### config.mk
export PLATFORM = sky130hd
export DESIGN_NAME = command_frame_parser_core
export DESIGN_NICKNAME = d
export VERILOG_FILES = /design/src/sv/cfp_pkg.sv /design/src/sv/cfp_gain_fsm.sv /design/src/sv/cfp_flag_fsm.sv /design/src/sv/command_frame_parser_core.sv
export SDC_FILE = /design/constraint.sdc
export NUM_CORES = 1
export LEC_CHECK = 0
export BUFFER_PORTS_ARGS = -buffer_cell sky130_fd_sc_hd__buf_2
export CAP_MARGIN = 20
export CORE_MARGIN = 2
export CORE_UTILIZATION = 30
export CTS_BUF_LIST = sky130_fd_sc_hd__clkbuf_4 sky130_fd_sc_hd__clkbuf_8
export DETAILED_ROUTE_END_ITERATION = 6
export GPL_TIMING_DRIVEN = 0
export PLACE_DENSITY_LB_ADDON = 0.08
export SLEW_MARGIN = 5
export SYNTH_ARGS = -nofsm -noshare
export SYNTH_HDL_FRONTEND = slang
export SYNTH_SLANG_ARGS = --single-unit
### constraint.sdc
create_clock -name clk -period 4.81 [get_ports clk]
set_clock_uncertainty 0.15 [all_clocks]
set_input_delay 0.962 -clock clk [delete_from_list [all_inputs] [get_ports clk]]
set_output_delay 0.962 -clock clk [all_outputs]
set_load 0.02 [all_outputs]
### src/sv/cfp_pkg.sv
package cfp_pkg;

    localparam logic [7:0] CH_HASH      = 8'h23;
    localparam logic [7:0] CH_P         = 8'h50;
    localparam logic [7:0] CH_UNDER     = 8'h5F;
    localparam logic [7:0] CH_EQ        = 8'h3D;
    localparam logic [7:0] CH_BANG      = 8'h21;
    localparam logic [7:0] CH_AT        = 8'h40;
    localparam logic [7:0] CH_F         = 8'h46;
    localparam logic [7:0] CH_L         = 8'h6C;
    localparam logic [7:0] CH_A         = 8'h61;
    localparam logic [7:0] CH_G         = 8'h67;
    localparam logic [7:0] DIGIT_OFFSET = 8'd48;
    localparam logic [7:0] COUNT_MAX    = 8'hFF;

    typedef enum logic [6:0] {
        G_HASH    = 7'b0000001,
        G_P       = 7'b0000010,
        G_ID1     = 7'b0000100,
        G_UNDER   = 7'b0001000,
        G_ID2     = 7'b0010000,
        G_EQ      = 7'b0100000,
        G_PAYLOAD = 7'b1000000
    } gain_state_t;

    typedef enum logic [6:0] {
        F_AT      = 7'b0000001,
        F_F       = 7'b0000010,
        F_L       = 7'b0000100,
        F_A       = 7'b0001000,
        F_G       = 7'b0010000,
        F_EQ      = 7'b0100000,
        F_PAYLOAD = 7'b1000000
    } flag_state_t;

    typedef struct packed {
        logic       byte_valid;
        logic [7:0] data;
        logic [7:0] index;
        logic       done;
        logic [7:0] length;
        logic [7:0] first_id;
        logic [7:0] second_id;
    } gain_res_t;

    typedef struct packed {
        logic       value_valid;
        logic [7:0] value;
        logic [7:0] index;
        logic       done;
    } flag_res_t;

    function automatic logic [7:0] sat_inc(input logic [7:0] v);
        return (v == COUNT_MAX) ? COUNT_MAX : v + 8'd1;
    endfunction

endpackage

### src/sv/cfp_gain_fsm.sv
module cfp_gain_fsm
    import cfp_pkg::*;
(
    input  logic       clk,
    input  logic       rst_n,
    input  logic       step,
    input  logic [7:0] rx_byte,
    output gain_res_t  res
);

    gain_state_t state_reg, state_next;
    logic [7:0]  count_reg, count_next;
    logic [7:0]  first_reg, first_next;
    logic [7:0]  second_reg, second_next;
    logic [7:0]  digit;

    assign digit = rx_byte - DIGIT_OFFSET;

    always_comb
    begin
        state_next  = state_reg;
        count_next  = count_reg;
        first_next  = first_reg;
        second_next = second_reg;
        res         = '0;
        case (state_reg)
            G_HASH:
            begin
                if (rx_byte == CH_HASH) state_next = G_P;
            end
            G_P:
            begin
                if (rx_byte == CH_P) state_next = G_ID1;
            end
            G_ID1:
            begin
                first_next = digit;
                state_next = G_UNDER;
            end
            G_UNDER:
            begin
                if (rx_byte == CH_UNDER) state_next = G_ID2;
            end
            G_ID2:
            begin
                second_next = digit;
                state_next  = G_EQ;
            end
            G_EQ:
            begin
                if (rx_byte == CH_EQ) state_next = G_PAYLOAD;
            end
            G_PAYLOAD:
            begin
                if (rx_byte == CH_BANG)
                begin
                    res.done   = 1'b1;
                    res.length = count_reg;
                    count_next = '0;
                    state_next = G_HASH;
                end
                else
                begin
                    res.byte_valid = 1'b1;
                    res.data       = rx_byte;
                    res.index      = count_reg;
                    count_next     = sat_inc(count_reg);
                end
            end
            default:
            begin
            end
        endcase
        res.first_id  = first_next;
        res.second_id = second_next;
    end

    always_ff @(posedge clk or negedge rst_n)
    begin
        if (!rst_n)
        begin
            state_reg  <= G_HASH;
            count_reg  <= '0;
            first_reg  <= '0;
            second_reg <= '0;
        end
        else if (step)
        begin
            state_reg  <= state_next;
            count_reg  <= count_next;
            first_reg  <= first_next;
            second_reg <= second_next;
        end
    end

endmodule

### src/sv/cfp_flag_fsm.sv
module cfp_flag_fsm
    import cfp_pkg::*;
(
    input  logic       clk,
    input  logic       rst_n,
    input  logic       step,
    input  logic [7:0] rx_byte,
    output flag_res_t  res
);

    flag_state_t state_reg, state_next;
    logic [7:0]  count_reg, count_next;

    always_comb
    begin
        state_next = state_reg;
        count_next = count_reg;
        res        = '0;
        case (state_reg)
            F_AT:
            begin
                if (rx_byte == CH_AT) state_next = F_F;
            end
            F_F:
            begin
                if (rx_byte == CH_F) state_next = F_L;
            end
            F_L:
            begin
                if (rx_byte == CH_L) state_next = F_A;
            end
            F_A:
            begin
                if (rx_byte == CH_A) state_next = F_G;
            end
            F_G:
            begin
                if (rx_byte == CH_G) state_next = F_EQ;
            end
            F_EQ:
            begin
                if (rx_byte == CH_EQ) state_next = F_PAYLOAD;
            end
            F_PAYLOAD:
            begin
                if (rx_byte == CH_BANG)
                begin
                    res.done   = 1'b1;
                    count_next = '0;
                    state_next = F_AT;
                end
                else
                begin
                    res.value_valid = 1'b1;
                    res.value       = rx_byte - DIGIT_OFFSET;
                    res.index       = count_reg;
                    count_next      = sat_inc(count_reg);
                end
            end
            default:
            begin
            end
        endcase
    end

    always_ff @(posedge clk or negedge rst_n)
    begin
        if (!rst_n)
        begin
            state_reg <= F_AT;
            count_reg <= '0;
        end
        else if (step)
        begin
            state_reg <= state_next;
            count_reg <= count_next;
        end
    end

endmodule

### src/sv/command_frame_parser_core.sv
// Command frame parser core.
// Input channel: in_valid/in_ready carry one received serial byte (rx_byte)
// per item. Output channel: out_valid/out_ready carry one result item per
// input item, holding the gain-frame and flag-frame reports for that byte.
// Both recognizers see every byte; one byte may advance both.
// Latency: a result appears in the cycle after its byte is accepted
// (one register between the recognizers and the output ports).
// Throughput: one item per cycle. Each recognizer is a one-hot state
// register plus a saturating 8-bit counter, updated in the accept cycle.
// Stall: the result register holds its item until out_ready; a new byte is
// still taken in the same cycle the held result leaves, so in_ready drops
// only while a result waits and out_ready is low.
// Reset (rst_n, asynchronous): both recognizers return to their idle
// phase, counters and identifiers clear to zero, no result is pending.
module command_frame_parser_core
    import cfp_pkg::*;
(
    input  logic       clk,
    input  logic       rst_n,
    // byte input
    input  logic       in_valid,
    output logic       in_ready,
    input  logic [7:0] rx_byte,
    // result output
    output logic       out_valid,
    input  logic       out_ready,
    output logic       gain_byte_valid,
    output logic [7:0] gain_byte,
    output logic [7:0] gain_byte_index,
    output logic       gain_frame_done,
    output logic [7:0] gain_length,
    output logic [7:0] first_id,
    output logic [7:0] second_id,
    output logic       flag_value_valid,
    output logic [7:0] flag_value,
    output logic [7:0] flag_value_index,
    output logic       flag_frame_done
);

    logic      accept;
    gain_res_t gain_res;
    flag_res_t flag_res;
    gain_res_t gain_out_reg;
    flag_res_t flag_out_reg;
    logic      out_valid_reg, out_valid_next;

    // Output register may be refilled in the cycle it drains.
    assign in_ready = !out_valid_reg || out_ready;
    assign accept   = in_valid && in_ready;

    cfp_gain_fsm u_gain
    (
        .clk     (clk),
        .rst_n   (rst_n),
        .step    (accept),
        .rx_byte (rx_byte),
        .res     (gain_res)
    );

    cfp_flag_fsm u_flag
    (
        .clk     (clk),
        .rst_n   (rst_n),
        .step    (accept),
        .rx_byte (rx_byte),
        .res     (flag_res)
    );

    always_comb
    begin
        out_valid_next = out_valid_reg;
        if (accept)
            out_valid_next = 1'b1;
        else if (out_ready)
            out_valid_next = 1'b0;
    end

    always_ff @(posedge clk or negedge rst_n)
    begin
        if (!rst_n)
            out_valid_reg <= 1'b0;
        else
            out_valid_reg <= out_valid_next;
    end

    // Payload: loaded only on accept, no reset needed.
    always_ff @(posedge clk)
    begin
        if (accept)
        begin
            gain_out_reg <= gain_res;
            flag_out_reg <= flag_res;
        end
    end

    assign out_valid        = out_valid_reg;
    assign gain_byte_valid  = gain_out_reg.byte_valid;
    assign gain_byte        = gain_out_reg.data;
    assign gain_byte_index  = gain_out_reg.index;
    assign gain_frame_done  = gain_out_reg.done;
    assign gain_length      = gain_out_reg.length;
    assign first_id         = gain_out_reg.first_id;
    assign second_id        = gain_out_reg.second_id;
    assign flag_value_valid = flag_out_reg.value_valid;
    assign flag_value       = flag_out_reg.value;
    assign flag_value_index = flag_out_reg.index;
    assign flag_frame_done  = flag_out_reg.done;

endmodule

==> flow_summary_export.csv <==
group,metric,value,unit
synth,ys_ff_latch,107,
synth,ys_seq_area_share,59.88,%
cts,cts_tree,"built",
placed_design,place_area,0.005657,mm²
timing,fmax,305.6,MHz
flow_run,maxCapViolCount,0,
timing,finalSetupViolCount,0,
setup_path,r2r-start,"out_valid$_DFFE_PN0P_",
hold_path,min_from,"u_gain.first_reg[2]$_DFFE_PN0P_",
timing,drv_slew,0,
finish,final_area,0.005862,mm²
hold_path,whs_endpoint,"u_gain.first_reg[2]$_DFFE_PN0P_",
timing,timing.slew.headroom,59.72,%
grt,grt_pass1_wl,19020,µm
synth,synthTopCellsByArea,"edfxtp_1, dfrtp_1, nand2_1",
timing,period_minus_slack,3.273,ns
setup_path,r2r_setup_slack,1.80,ns
finish,drive_above_1_share,25.48,%
cts,clock_sinks,107,
timing,worst_pin_slew,0.6027,ns
cts,htreeDepth,3,
setup_path,reg2reg_depth,6,
die,die_y,132.8,µm
finish,area_delta_synth_final,17.77,%
synth,synthCells,428,
finish,final_util,35.73,%
synth,synth-edff-count,60,
synth,async_flop_share,43.93,%
grt,antenna_found_initial,0,
grt,grt_max_degree,37,
die,dieArea,0.01764,mm²
grt,grt_pass1_vias,3425,
cts,cts_resized,0,
routing,wl_met1,5648,µm
setup_path,crit_path_max_fanout,36,
synth,synthesis.area,0.004977,mm²
routing,viasPerCell,4.751,
die,die_w,132.8,µm
finish,nets,531,
routing,wl_met2,5447,µm
routing,drcViolationCount,0,
timing,grt_setup_unrepaired,"no",
power,p_per_area,322.0,mW/mm²
die,rows,47,
die,start_util,30.34,%
cts,clockBufferDepth,2,
setup_path,path_class,"input pin to flop",
setup_path,critPathRequiredTime,4.75,ns
routing,top_layer_used,"met4",
die,ios,74,
placed_design,port_buffers,72,
routing,detail_route.wl_per_cell,15.93,µm
setup_path,crit_chain,"buf_2 > nand2b_1 > nand2_1 > inv_1 > buf_1 > clkbuf_4 > buf_12",
synth,yosys.area.top_type,"edfxtp_1",
setup_path,slowest_delay,0.58,ns
cts,numCtsBuffers,9,
grt,track_usage,14.07,%
routing,wl,11760,µm
routing,via_count,3506,
setup_path,crit_cells,7,
placed_design,gp_congestion,0.7889,
setup_path,cp.arrival,3.21,ns
synth,ys.flop_type,"edfxtp_1",
cts,cts_setup_buffers,0,
synth,yosysMostFrequentCell,"nand2_1",
synth,netlist_top_cells_count,"nand2_1, edfxtp_1, dfrtp_1, o21ai_0, and3_1",
setup_path,worst_path_max_delay_cell,"clkbuf_4",
synth,avgSynthCellArea,11.63,µm²
setup_path,reg2reg_to,"gain_byte_index[2]$_SDFFCE_PN0P_",
power,p_leak,2.603,nW
synth,yosysUniqueCellTypes,57,
routing,first_pass_iters,4,
routing,routed-wl-met3,470,µm
synth,syn-num-nets,446,
setup_path,critPathLaunchType,"input pin",
timing,post-route-period-util,68.04,%
setup_path,endpoint_kind,"flop",
cts,clk_latency,0.39,ns
cts,clk_pin_slew,0.10,ns
routing,dr.first_iter.drc_count,258,
status,status,"finished clean",
finish,num_antenna_cells,0,
finish,n_fill_cell,1681,
hold_path,hold_depth,2,
placed_design,dp_hpwl,8131,µm
hold_path,holdCritPathClass,"flop to flop",
synth,yosysTopAreaCellShare,36.20,%
power,vdd_drop_max,0.0001053,V
setup_path,critPathTopFamily,"buffers and inverters",
grt,overflow,0,
routing,ant_nets,0,
timing,finalHoldViolCount,0,
setup_path,path_buf_inv,5,
die,placeableCoreArea,0.01641,mm²
synth,yosys_warnings,0,
cts,holdBufCountCts,0,
cts,clockRootBuffer,"clkbuf_8",
==> worst reg2reg max path, stage by stage, from the launching register on <==
cell	delay, ns
dfrtp_1	0.40
nand2b_1	0.11
nand2_1	0.37
inv_1	0.32
buf_1	0.48
clkbuf_4	0.58
buf_12	0.28
==> power breakdown <==
group,total [W],switching (W),leakage (nW),internal [W]
Combinational,0.000217,0.000143,1.28,0.0000741
Sequential,0.00108,0.0000263,1.22,0.00105
Clock,0.000595,0.000330,0.105,0.000264
Total,0.00189,0.000499,2.60,0.00139
==> metal layers <==
layer	vias to the layer above	track usage, %
li1	1733	-
met4	0	5.376
met2	80	21.99
met1	1681	18.93
met3	12	3.448
met5	-	0
==> kinds of logic after synthesis <==
group                    share of synthesized area [%]
flip-flops                                       59.88
buffers and inverters                            2.765
AO/OA/AOI/OAI                                    9.201
adder cells (fa/ha/maj)                          1.508
XOR/XNOR                                        0.7040
AND/OR/NAND/NOR                                  20.56
multiplexers                                     5.380
==> placed cells by master, fill, tap and decap left out, types with 3 or more instances in the layout <==
master    count
a31oi_1       3
nor4b_1       3
clkbuf_8     10
and3_1       25
edfxtp_1     60
nand3_1       6
o21ai_0      30
nand2b_1      7
a41oi_1       3
buf_2        75
and2_1       22
dfrtp_1      45
nor2b_1       3
a21oi_1       9
and4_1        3
inv_1        13
mux2_2       22
nand4_1       7
a22o_1        9
nor2_1       14
nor3_1        6
nand2_1      72
nor4_1        3
ha_1          6
xnor2_1       3
nand4b_1      3
clkbuf_1      8
==> how the worst max path moves through the flow <==
| stage | to | start |
|---|---|---|
| final | gain_byte_index[2]$_SDFFCE_PN0P_ | out_ready |
| after global routing | gain_byte_index[1]$_SDFFCE_PN0P_ | out_ready |
| after CTS | gain_byte_index[2]$_SDFFCE_PN0P_ | out_ready |
| after detailed placement | gain_byte_index[2]$_SDFFCE_PN0P_ | out_ready |
| after global placement | flag_value_index[0]$_SDFFCE_PN0P_ | out_ready |
| after floorplan | first_id[0]$_DFFE_PP_ | out_ready |
==> cell type report <==
type,count,area [µm²],area share (%)
Tap cell,220,275.3,4.696
Multi-Input combinational cell,290,1859,31.72
Buffer,18,92.59,1.580
Timing Repair Buffer,74,400.4,6.830
Inverter,13,48.80,0.8324
Clock inverter,5,60.06,1.025
Sequential cell,107,2980,50.84
Clock buffer,11,145.1,2.476
==> stage by stage <==
stage          hold slack [ns]  total power (W)  setup WS (ns)  instances  setup TNS, ns
2_1_floorplan           0.2901         0.001231         0.4130        428              0
3_3_place_gp            0.3013         0.001312         -1.003        720         -67.69
3_5_place_dp            0.3102         0.001319         0.9685        722              0
4_1_cts                 0.3340         0.001915          1.398        738              0
5_1_grt                 0.3529         0.001975          1.290        738              0
6_report                0.3294         0.001888          1.537        738              0
Note: power is estimated with default switching activity, not from simulation.
